`config.mk`:
```
export PLATFORM = sky130hd
export DESIGN_NAME = yuyv_luma_nearest_downscaler
export DESIGN_NICKNAME = d
export VERILOG_FILES = /design/src/rtl/yld_pkg.sv /design/src/rtl/yld_cfg.sv /design/src/rtl/yld_sel.sv /design/src/rtl/yuyv_luma_nearest_downscaler.sv
export SDC_FILE = /design/constraint.sdc
export NUM_CORES = 1
export LEC_CHECK = 0
export BUFFER_PORTS_ARGS = -buffer_cell sky130_fd_sc_hd__buf_2
export CAP_MARGIN = 20
export CORE_ASPECT_RATIO = 1.2
export CORE_UTILIZATION = 53
export DETAILED_ROUTE_END_ITERATION = 6
export PLACE_DENSITY = 0.68
export SETUP_SLACK_MARGIN = 0.1
export SYNTH_ARGS = -nofsm -noshare
export SYNTH_HDL_FRONTEND = slang
export SYNTH_SLANG_ARGS = --single-unit
```
`constraint.sdc`:
```
create_clock -name clk -period 8.6 [get_ports clk]
set_input_delay 1.72 -clock clk [delete_from_list [all_inputs] [get_ports clk]]
set_output_delay 1.72 -clock clk [all_outputs]
set_load 0.005 [all_outputs]
```
`src/rtl/yld_pkg.sv`:
```
package yld_pkg;

    localparam int SIZE_W = 12;
    localparam int PIX_W  = 8;

    // source size after reset
    localparam int RESET_WIDTH  = 640;
    localparam int RESET_HEIGHT = 480;

    typedef enum logic [0:0]
    {
        REG_SOURCE_WIDTH  = 1'b0,
        REG_SOURCE_HEIGHT = 1'b1
    } yld_reg_t;

    // effective source size and its quotient and remainder by the output size
    typedef struct packed
    {
        logic [SIZE_W-1:0] size;
        logic [SIZE_W-1:0] quot;
        logic [SIZE_W-1:0] rem;
    } yld_scale_t;

    typedef struct packed
    {
        logic [PIX_W-1:0] luma;
        logic             frame_start;
    } yld_pix_t;

endpackage

```
`src/rtl/yld_cfg.sv`:
```
module yld_cfg #(
    parameter int OUT_SIZE   = 128,
    parameter int RESET_SIZE = 640,
    parameter yld_pkg::yld_reg_t REG_SEL = yld_pkg::REG_SOURCE_WIDTH
) (
    input  logic                      clk,
    input  logic                      rst_n,
    input  logic                      cfg_we,
    input  logic [0:0]                cfg_index,
    input  logic [yld_pkg::SIZE_W-1:0] cfg_data,
    output yld_pkg::yld_scale_t       scale
);
    import yld_pkg::*;

    // reciprocal of the output size, exact for every 12-bit dividend
    localparam int LOG_D  = (OUT_SIZE > 1) ? $clog2(OUT_SIZE) : 0;
    localparam int SHIFT  = SIZE_W + LOG_D;
    localparam int PROD_W = SHIFT + SIZE_W;
    localparam logic [63:0] RECIP_FULL =
        ((64'd1 << SHIFT) + 64'(OUT_SIZE) - 64'd1) / 64'(OUT_SIZE);
    localparam logic [PROD_W-1:0] RECIP = RECIP_FULL[PROD_W-1:0];
    localparam logic [SIZE_W-1:0] OUT_K = SIZE_W'(OUT_SIZE);

    localparam yld_scale_t RESET_SCALE = '{
        size: SIZE_W'(RESET_SIZE),
        quot: SIZE_W'(RESET_SIZE / OUT_SIZE),
        rem:  SIZE_W'(RESET_SIZE % OUT_SIZE)
    };

    logic [SIZE_W-1:0] eff_size;
    logic [PROD_W-1:0] prod;
    yld_scale_t        scale_reg;
    yld_scale_t        scale_next;

    always_comb
    begin
        // a size of zero behaves as one
        eff_size = (cfg_data == '0) ? SIZE_W'(1) : cfg_data;
        prod = PROD_W'(eff_size) * RECIP;
        scale_next.size = eff_size;
        scale_next.quot = prod[SHIFT +: SIZE_W];
        scale_next.rem  = eff_size - scale_next.quot * OUT_K;
    end

    always_ff @(posedge clk or negedge rst_n)
    begin
        if (!rst_n)
        begin
            scale_reg <= RESET_SCALE;
        end
        else if (cfg_we && (cfg_index == REG_SEL))
        begin
            scale_reg <= scale_next;
        end
    end

    assign scale = scale_reg;

endmodule

```
`src/rtl/yld_sel.sv`:
```
module yld_sel #(
    parameter int OUT_WIDTH  = 128,
    parameter int OUT_HEIGHT = 112
) (
    input  logic                     clk,
    input  logic                     rst_n,
    input  logic                     pix_valid,
    input  yld_pkg::yld_pix_t        pix,
    output logic                     pix_adv,
    input  yld_pkg::yld_scale_t      col_scale,
    input  yld_pkg::yld_scale_t      row_scale,
    output logic                     out_valid,
    input  logic                     out_ready,
    output logic [yld_pkg::PIX_W-1:0] out_gray,
    output logic                     out_eor,
    output logic                     out_eof
);
    import yld_pkg::*;

    localparam int OCOL_W = $clog2(OUT_WIDTH + 1);
    localparam int OROW_W = $clog2(OUT_HEIGHT + 1);
    localparam int CREM_W = (OUT_WIDTH > 1) ? $clog2(OUT_WIDTH) : 1;
    localparam int RREM_W = (OUT_HEIGHT > 1) ? $clog2(OUT_HEIGHT) : 1;

    localparam logic [OCOL_W-1:0] OW_K    = OCOL_W'(OUT_WIDTH);
    localparam logic [OCOL_W-1:0] OW_LAST = OCOL_W'(OUT_WIDTH - 1);
    localparam logic [OROW_W-1:0] OH_K    = OROW_W'(OUT_HEIGHT);
    localparam logic [OROW_W-1:0] OH_LAST = OROW_W'(OUT_HEIGHT - 1);
    localparam logic [CREM_W:0]   OW_REM  = (CREM_W + 1)'(OUT_WIDTH);
    localparam logic [RREM_W:0]   OH_REM  = (RREM_W + 1)'(OUT_HEIGHT);

    logic [SIZE_W-1:0] scol_reg, scol_next, srow_reg, srow_next;
    logic [SIZE_W-1:0] pcol_reg, pcol_next, prow_reg, prow_next;
    logic [OCOL_W-1:0] ocol_reg, ocol_next;
    logic [OROW_W-1:0] orow_reg, orow_next;
    logic [CREM_W-1:0] crem_reg, crem_next;
    logic [RREM_W-1:0] rrem_reg, rrem_next;

    logic [SIZE_W-1:0] cur_scol, cur_srow, cur_pcol, cur_prow;
    logic [OCOL_W-1:0] cur_ocol;
    logic [OROW_W-1:0] cur_orow;
    logic [CREM_W-1:0] cur_crem;
    logic [RREM_W-1:0] cur_rrem;

    logic              pick_row, hit, eor, eof, row_end;
    logic [CREM_W:0]   csum;
    logic [RREM_W:0]   rsum;
    logic              ccarry, rcarry;
    logic              out_free;

    logic              out_valid_reg;
    logic [PIX_W-1:0]  out_gray_reg;
    logic              out_eor_reg, out_eof_reg;

    always_comb
    begin
        // frame start restarts everything before the pixel is judged
        cur_scol = pix.frame_start ? '0 : scol_reg;
        cur_srow = pix.frame_start ? '0 : srow_reg;
        cur_pcol = pix.frame_start ? '0 : pcol_reg;
        cur_prow = pix.frame_start ? '0 : prow_reg;
        cur_ocol = pix.frame_start ? '0 : ocol_reg;
        cur_orow = pix.frame_start ? '0 : orow_reg;
        cur_crem = pix.frame_start ? '0 : crem_reg;
        cur_rrem = pix.frame_start ? '0 : rrem_reg;

        pick_row = (cur_orow < OH_K) && (cur_srow == cur_prow);
        hit = pick_row && (cur_ocol < OW_K) && (cur_scol == cur_pcol);
        eor = (cur_ocol == OW_LAST);
        eof = eor && (cur_orow == OH_LAST);
        row_end = ({1'b0, cur_scol} + (SIZE_W + 1)'(1)) >= {1'b0, col_scale.size};

        // incremental floor(k * size / out): quotient plus carry from remainder
        csum = {1'b0, cur_crem} + (CREM_W + 1)'(col_scale.rem);
        ccarry = (csum >= OW_REM);
        rsum = {1'b0, cur_rrem} + (RREM_W + 1)'(row_scale.rem);
        rcarry = (rsum >= OH_REM);

        scol_next = cur_scol;
        srow_next = cur_srow;
        pcol_next = cur_pcol;
        prow_next = cur_prow;
        ocol_next = cur_ocol;
        orow_next = cur_orow;
        crem_next = cur_crem;
        rrem_next = cur_rrem;

        if (hit)
        begin
            ocol_next = cur_ocol + OCOL_W'(1);
            pcol_next = cur_pcol + col_scale.quot + SIZE_W'(ccarry);
            crem_next = ccarry ? CREM_W'(csum - OW_REM) : CREM_W'(csum);
        end

        if (row_end)
        begin
            scol_next = '0;
            srow_next = cur_srow + SIZE_W'(1);
            if (pick_row)
            begin
                orow_next = cur_orow + OROW_W'(1);
                ocol_next = '0;
                pcol_next = '0;
                crem_next = '0;
                prow_next = cur_prow + row_scale.quot + SIZE_W'(rcarry);
                rrem_next = rcarry ? RREM_W'(rsum - OH_REM) : RREM_W'(rsum);
            end
        end
        else
        begin
            scol_next = cur_scol + SIZE_W'(1);
        end

        out_free = !out_valid_reg || out_ready;
        pix_adv = pix_valid && (!hit || out_free);
    end

    always_ff @(posedge clk or negedge rst_n)
    begin
        if (!rst_n)
        begin
            scol_reg <= '0;
            srow_reg <= '0;
            pcol_reg <= '0;
            prow_reg <= '0;
            ocol_reg <= '0;
            orow_reg <= '0;
            crem_reg <= '0;
            rrem_reg <= '0;
        end
        else if (pix_adv)
        begin
            scol_reg <= scol_next;
            srow_reg <= srow_next;
            pcol_reg <= pcol_next;
            prow_reg <= prow_next;
            ocol_reg <= ocol_next;
            orow_reg <= orow_next;
            crem_reg <= crem_next;
            rrem_reg <= rrem_next;
        end
    end

    always_ff @(posedge clk or negedge rst_n)
    begin
        if (!rst_n)
        begin
            out_valid_reg <= 1'b0;
        end
        else if (pix_adv && hit)
        begin
            out_valid_reg <= 1'b1;
        end
        else if (out_ready)
        begin
            out_valid_reg <= 1'b0;
        end
    end

    always_ff @(posedge clk)
    begin
        if (pix_adv && hit)
        begin
            out_gray_reg <= pix.luma;
            out_eor_reg  <= eor;
            out_eof_reg  <= eof;
        end
    end

    assign out_valid = out_valid_reg;
    assign out_gray  = out_gray_reg;
    assign out_eor   = out_eor_reg;
    assign out_eof   = out_eof_reg;

endmodule

```
`src/rtl/yuyv_luma_nearest_downscaler.sv`:
```
// a source beat is held in the input register, then a picked one in the result register
// throughput: one source pixel per cycle; a picked pixel stalls while a result beat waits
// pixels that are not picked keep flowing while a result beat waits on m_axis_tready
// reset: counters and picks clear, source size returns to 640 x 480
module yuyv_luma_nearest_downscaler #(
    parameter int OUT_WIDTH  = 128,
    parameter int OUT_HEIGHT = 112
) (
    input  logic                       clk,
    input  logic                       rst_n,
    input  logic                       s_axis_tvalid,
    output logic                       s_axis_tready,
    input  logic [15:0]                s_axis_tdata,   // [15:8] chroma_byte, [7:0] luma_byte
    input  logic                       s_axis_tuser,   // frame_start
    output logic                       m_axis_tvalid,
    input  logic                       m_axis_tready,
    output logic [7:0]                 m_axis_tdata,   // gray_pixel
    output logic                       m_axis_tuser,   // end_of_row
    output logic                       m_axis_tlast,   // end_of_frame
    input  logic                       cfg_we,
    input  logic [0:0]                 cfg_index,
    input  logic [yld_pkg::SIZE_W-1:0] cfg_data
);
    import yld_pkg::*;

    logic       in_valid_reg;
    yld_pix_t   in_pix_reg;
    logic       pix_adv;
    yld_scale_t col_scale, row_scale;

    // chroma byte is dropped at the input register
    always_ff @(posedge clk or negedge rst_n)
    begin
        if (!rst_n)
        begin
            in_valid_reg <= 1'b0;
        end
        else if (s_axis_tvalid && s_axis_tready)
        begin
            in_valid_reg <= 1'b1;
        end
        else if (pix_adv)
        begin
            in_valid_reg <= 1'b0;
        end
    end

    always_ff @(posedge clk)
    begin
        if (s_axis_tvalid && s_axis_tready)
        begin
            in_pix_reg.luma        <= s_axis_tdata[PIX_W-1:0];
            in_pix_reg.frame_start <= s_axis_tuser;
        end
    end

    assign s_axis_tready = !in_valid_reg || pix_adv;

    yld_cfg #(
        .OUT_SIZE   (OUT_WIDTH),
        .RESET_SIZE (RESET_WIDTH),
        .REG_SEL    (REG_SOURCE_WIDTH)
    ) u_cfg_width (
        .clk       (clk),
        .rst_n     (rst_n),
        .cfg_we    (cfg_we),
        .cfg_index (cfg_index),
        .cfg_data  (cfg_data),
        .scale     (col_scale)
    );

    yld_cfg #(
        .OUT_SIZE   (OUT_HEIGHT),
        .RESET_SIZE (RESET_HEIGHT),
        .REG_SEL    (REG_SOURCE_HEIGHT)
    ) u_cfg_height (
        .clk       (clk),
        .rst_n     (rst_n),
        .cfg_we    (cfg_we),
        .cfg_index (cfg_index),
        .cfg_data  (cfg_data),
        .scale     (row_scale)
    );

    yld_sel #(
        .OUT_WIDTH  (OUT_WIDTH),
        .OUT_HEIGHT (OUT_HEIGHT)
    ) u_sel (
        .clk       (clk),
        .rst_n     (rst_n),
        .pix_valid (in_valid_reg),
        .pix       (in_pix_reg),
        .pix_adv   (pix_adv),
        .col_scale (col_scale),
        .row_scale (row_scale),
        .out_valid (m_axis_tvalid),
        .out_ready (m_axis_tready),
        .out_gray  (m_axis_tdata),
        .out_eor   (m_axis_tuser),
        .out_eof   (m_axis_tlast)
    );

endmodule
```
# After elaboration in Yosys (flattened, before gate mapping)
# Index checks and enable logic that the tools add are counted.
dict set report word_totals {
  reg_bits 137
  elab_cells 97
  input_bits 35
  out_inout_bits 12
}
dict set report op_classes {
  order_cmp 5
  mul 2
  reduce_logical 18
  mux 32
  bitwise 1
  add_sub_neg 15
  eq_ne 4
}
# cell count
set ops {}
lappend ops {{12-bit two-way mux} 12}
lappend ops {{7-bit two-way mux} 12}
lappend ops {{8-bit two-way mux} 4}
lappend ops {{12-bit by 1-bit adder with 12-bit output} 2}
lappend ops {{12-bit by 1-bit adder with 12-bit output, second input constant} 2}
lappend ops {{12-bit == test} 2}
lappend ops {{12-bit by 12-bit multiplier with 24-bit output, second input constant} 1}
lappend ops {{7-bit by 8-bit adder with 8-bit output} 2}
lappend ops {{8-bit subtractor} 2}
lappend ops {{12-bit by 1-bit adder with 13-bit output, second input constant} 1}
lappend ops {{13-bit by 12-bit >= comparator with 1-bit output} 1}
lappend ops {{12-bit by 5-bit adder with 12-bit output} 1}
lappend ops {{12-bit by 6-bit adder with 12-bit output} 1}
lappend ops {{12-bit zero test} 1}
lappend ops {{1-bit logical AND} 9}
lappend ops {{8-bit by 1-bit adder with 8-bit output, second input constant} 1}
lappend ops {{8-bit by 7-bit == test with 1-bit output, second input constant} 1}
lappend ops {{8-bit by 7-bit >= comparator with 1-bit output, second input constant} 1}
lappend ops {{8-bit >= comparator, second input constant} 1}
lappend ops {{8-bit less-than comparator, second input constant} 1}
lappend ops {{7-bit by 1-bit adder with 7-bit output, second input constant} 1}
lappend ops {{7-bit == test, second input constant} 1}
lappend ops {{7-bit less-than comparator, second input constant} 1}
lappend ops {{7-bit by 1-bit subtractor with 7-bit output, second input constant} 1}
lappend ops {{7 further kinds} 15}

# Longest topological paths before layout
dict set report logic_depth {
  depth_word 11
  ltp_mapped 29
  ltp_nobuf 29
}

# By module
# A second synthesis with hierarchy kept.
dict set report hier_totals {
  cells_unflattened 1217
  area_unflattened_um2 11215.8
}
# mod seq_area_each_um2 area_per_inst_um2 instances cells_each
set by_module_without_submodules {}
lappend by_module_without_submodules {yld_sel 2252.2 6495.0 1 737}
lappend by_module_without_submodules {{yld_cfg at u_cfg_height} 658.1 3694.8 1 411}
lappend by_module_without_submodules {{yld_cfg at u_cfg_width} 302.8 701.9 1 56}
lappend by_module_without_submodules {yuyv_luma_nearest_downscaler 295.3 324.1 1 13}

# Least setup slack after synthesis
# OpenSTA, ideal clock, no wires.
dict set report synth_timing {
  path_type {input port to flip-flop}
  startpoint {input port cfg_data[9] (netlist bit)}
  endpoint {register u_cfg_height.scale_reg (netlist bit u_cfg_height.scale[7])}
  arrival_ns 7.874
  cell_stages 29
  path_buffers 0
  setup_ns 0.069
  required_ns 8.531
  slack_ns 0.656
  path_cell_list {nor4_1 > a31oi_1 > inv_1 > ha_1 > ha_1 > fa_1 > inv_1 > fa_1 > inv_1 > ha_1 > nand4_1 > or4_1 > a22oi_1 > o21ai_0 > nand2b_1 > a21oi_1 > xnor2_1 > inv_1 > fa_1 > inv_1 > ha_1 > inv_1 > ha_1 > a21oi_1 > xnor2_1 > xnor3_1 > and3_1 > or4_1 > nand3_1}
}
dict set report synth_between {
  elab_chain_len 5
}
# element line_no
set synth_rtl {}
lappend synth_rtl {{start, declared} yuyv_luma_nearest_downscaler.sv:22} ;# input logic [yld_pkg::SIZE_W-1:0] cfg_data
lappend synth_rtl {{12-bit zero test} yld_cfg.sv:38} ;# eff_size = (cfg_data == '0) ? SIZE_W'(1) : cfg_data;
lappend synth_rtl {{12-bit two-way mux} yld_cfg.sv:38}
lappend synth_rtl {{net u_cfg_height.eff_size[0]} yld_cfg.sv:30} ;# logic [SIZE_W-1:0] eff_size;
lappend synth_rtl {{12-bit by 12-bit multiplier with 24-bit output} yld_cfg.sv:39} ;# prod = PROD_W'(eff_size) * RECIP;
lappend synth_rtl {{net u_cfg_height.prod[19]} yld_cfg.sv:31} ;# logic [PROD_W-1:0] prod;
lappend synth_rtl {{6-bit by 3-bit multiplier with 4-bit output} yld_cfg.sv:42} ;# scale_next.rem = eff_size - scale_next.quot * OUT_K;
lappend synth_rtl {{8-bit subtractor} yld_cfg.sv:42}
lappend synth_rtl {{end signal, assigned} yld_cfg.sv:53} ;# scale_reg <= scale_next;
lappend synth_rtl {{end, declared} yld_cfg.sv:32} ;# yld_scale_t scale_reg;
# The timed path passes the listed nets, and every way through them passes these cells.
# A chain may end at the register's enable or synchronous reset.

# Worst setup path after layout
dict set report layout_timing {
  startpoint {input port cfg_data[8] (netlist bit)}
  endpoint {register u_cfg_height.scale_reg (netlist bit u_cfg_height.scale[7])}
}
# The elaborated chain is that of the path after synthesis.

==> metrics <==
status=completed; Worst setup SP type=primary input; post-synthesis sequential area ratio=0.342; Remaining DRCs=0; Yosys reg bits=124; first-pass GRT wire length=34,300 um; Synth top cells by count=ha_1 (114), inv_1 (106), dfrtp_1 (101); Leak=0.00504 uW; Port Buf Inserts=38; Mapped Area=9370 um^2; number of filler cells placed in the layout=1,475; post-route ant nets=0; min cycle time layout=7.98 ns; Max stage delay on crit path=0.56 ns; P&R area growth vs syn=11.2%; Avg Cell Area, Syn=9.73 um^2; Max Fclk=125 MHz; Ys Warns=0; CTS buffer count=17; clk sink count=124; vias in the first global route=7,124; cell row count=52; Post-CTS Setup Bufs=0; CTS tree=built; share of layout cells above drive strength 1=0.117; min-delay worst type=flip-flop to flip-flop; fin crit share=0.928; critical path data arrival time=8.33 ns; area of the multi-input gates=5610 um^2; final setup fails=0; critical path class=primary input to flip-flop; Root Buffer=clkbuf_16; share of flip-flops with an asynchronous set or reset=0.847; gp weighted congestion=0.835; syn nets=1,138; Seq. cell area=3200 um^2; Max FO, Critical Path=6; Worst EP required=8.95 ns; die height=148 um; Cells after Synth=963; fin cells=1,223; MaxCap Viol Count=0; via density per instance=5.83; fin nets=1,169; total die area=18,200 um^2; clk_lat worst skew=0.43 ns; Max Slew Vio Count=0; CTS Buffer Depth=2; Final Power=2370 uW; Top FF cell, synth=dfrtp_1; Total GRT Usage=0.243; Die W=123 um; IO Count=47; CP endpoint kind=flip-flop; CTS clk-pin slew, worst paths=0.06 ns; Final Hold Fails=0; initial DRC count=351; slowest cell on the critical path=or4_1; CP dominant cell by count=inv_1; Worst Skew=0.0126 ns; Initial Util=0.548; ant diodes=0; most numerous cell in the Yosys netlist=ha_1; Slew Limit Headroom=0.388; Final HPWL DP=14,500 um; Routed WL=20,200 um; Vias=7,129; Setup TNS Final=0 ns; share of the synthesized area in the top cell type=0.270; Post-synth EDFFs=19; area leader, netlist=dfrtp_1; htree depth=4; Detailed Routing Iterations Pass 1=5; routed len/inst=16.6 um; max reg flops=14; worst-margin pin slew=0.918 ns; PwrDens=228 nW/um^2; initial antenna violation count=0; Yosys cell types=68; RSZ-0062 raised after global routing=false; VDD IR max=0.139 mV; maximum number of pins on one net before global-route repair=71; gr ovfl total=0; leading post-synthesis cells by cell area=dfrtp_1 (27%), ha_1 (15%), edfxtp_1 (6.1%); Core ar.=17,100 um^2; Placed Instances=1,191
## worst paths after layout
kind                          startpoint                    end  slack (ns)  cells after the start
max                          cfg_data[8]  u_cfg_height.scale[7]        0.62                     30
min                        in_pix_reg[7]      u_sel.out_gray[6]        0.42                      0
max reg2reg                in_pix_reg[0]      u_sel.prow_reg[6]        3.50                     17
min reg2reg                in_pix_reg[7]      u_sel.out_gray[6]        0.42                      0
max in group asynchronous          rst_n  u_cfg_height.scale[7]        6.04                      2
min in group asynchronous          rst_n      u_sel.ocol_reg[3]        1.26                      1
## layer usage
metal / global-route usage / part of all wire
met1: 0.307 / 0.46
met2: 0.416 / 0.50
met3: 0.0444 / 0.026
met4: 0.0753 / 0.019
met5: 0 / 0
## layout by cell type (no fill, tap or decap), types with 17 or more instances in the layout
cell type	Yosys	layout
ha_1	114	114
inv_1	106	106
dfrtp_1	101	101
nand2_1	63	63
o21ai_0	44	44
nor2b_1	40	40
xnor2_1	40	40
a22o_1	39	39
buf_2	8	37
nor2_1	33	33
a21oi_1	30	30
fa_1	26	26
buf_4	0	21
a21o_1	20	20
edfxtp_1	19	19
xor2_1	18	18
nand3_1	18	18
clkbuf_16	0	17
## worst max-delay path: cells and delay by family
family / cells / cell delay [ns]
adders and majority gates: 8 / 2.95
and+or+nand+nor: 7 / 1.77
AOI/OAI and AO/OA: 5 / 0.75
xor gates and xnor gates: 3 / 0.64
buffers and inverters: 7 / 0.54
## where the power goes
group	leakage [uW]	total, uW	switching [uW]	internal, uW
Sequential	0.00156	778	85.5	693
Clock	0.000283	716	284	432
Combinational	0.00320	880	460	420
## cells by family (layout without fill, tap and decap cells)
family,Yosys count,in the layout,synth area share
fa+ha+maj,140,140,0.208
flops,124,124,0.342
simple gates,244,244,0.138
mux,20,20,0.0232
buf+inv,153,197,0.0624
xor+xnor,59,59,0.0566
compound gates,223,223,0.170
## area by class of cell
class                   count  share of cell area
inverters                 106              0.0382
clock buffers              18              0.0412
flip-flops and latches    124               0.307
multi-input cells         686               0.538
repair buffers             59              0.0340
clock inverters            14              0.0152
well taps                 216              0.0259
## through the flow
step / setup WS [ns] / area [um^2] / hold slack [ns] / util
floorplan: 0.656 / 9370 / 0.400 / -
global placement: 0.222 / 9810 / 0.400 / 0.573
detailed placement: 0.149 / 9820 / 0.405 / 0.574
CTS: 0.557 / 10400 / 0.418 / 0.608
global route: 0.202 / 10400 / 0.429 / 0.609
finish: 0.621 / 10400 / 0.416 / 0.609
## timing repair
action	4_1_cts	5_1_grt
setup endpoints to repair	0	1
resized for setup	0	2
endpoints found under the hold margin	0	0
hold buffers	0	0
Note: power is estimated with default switching activity, not from simulation.
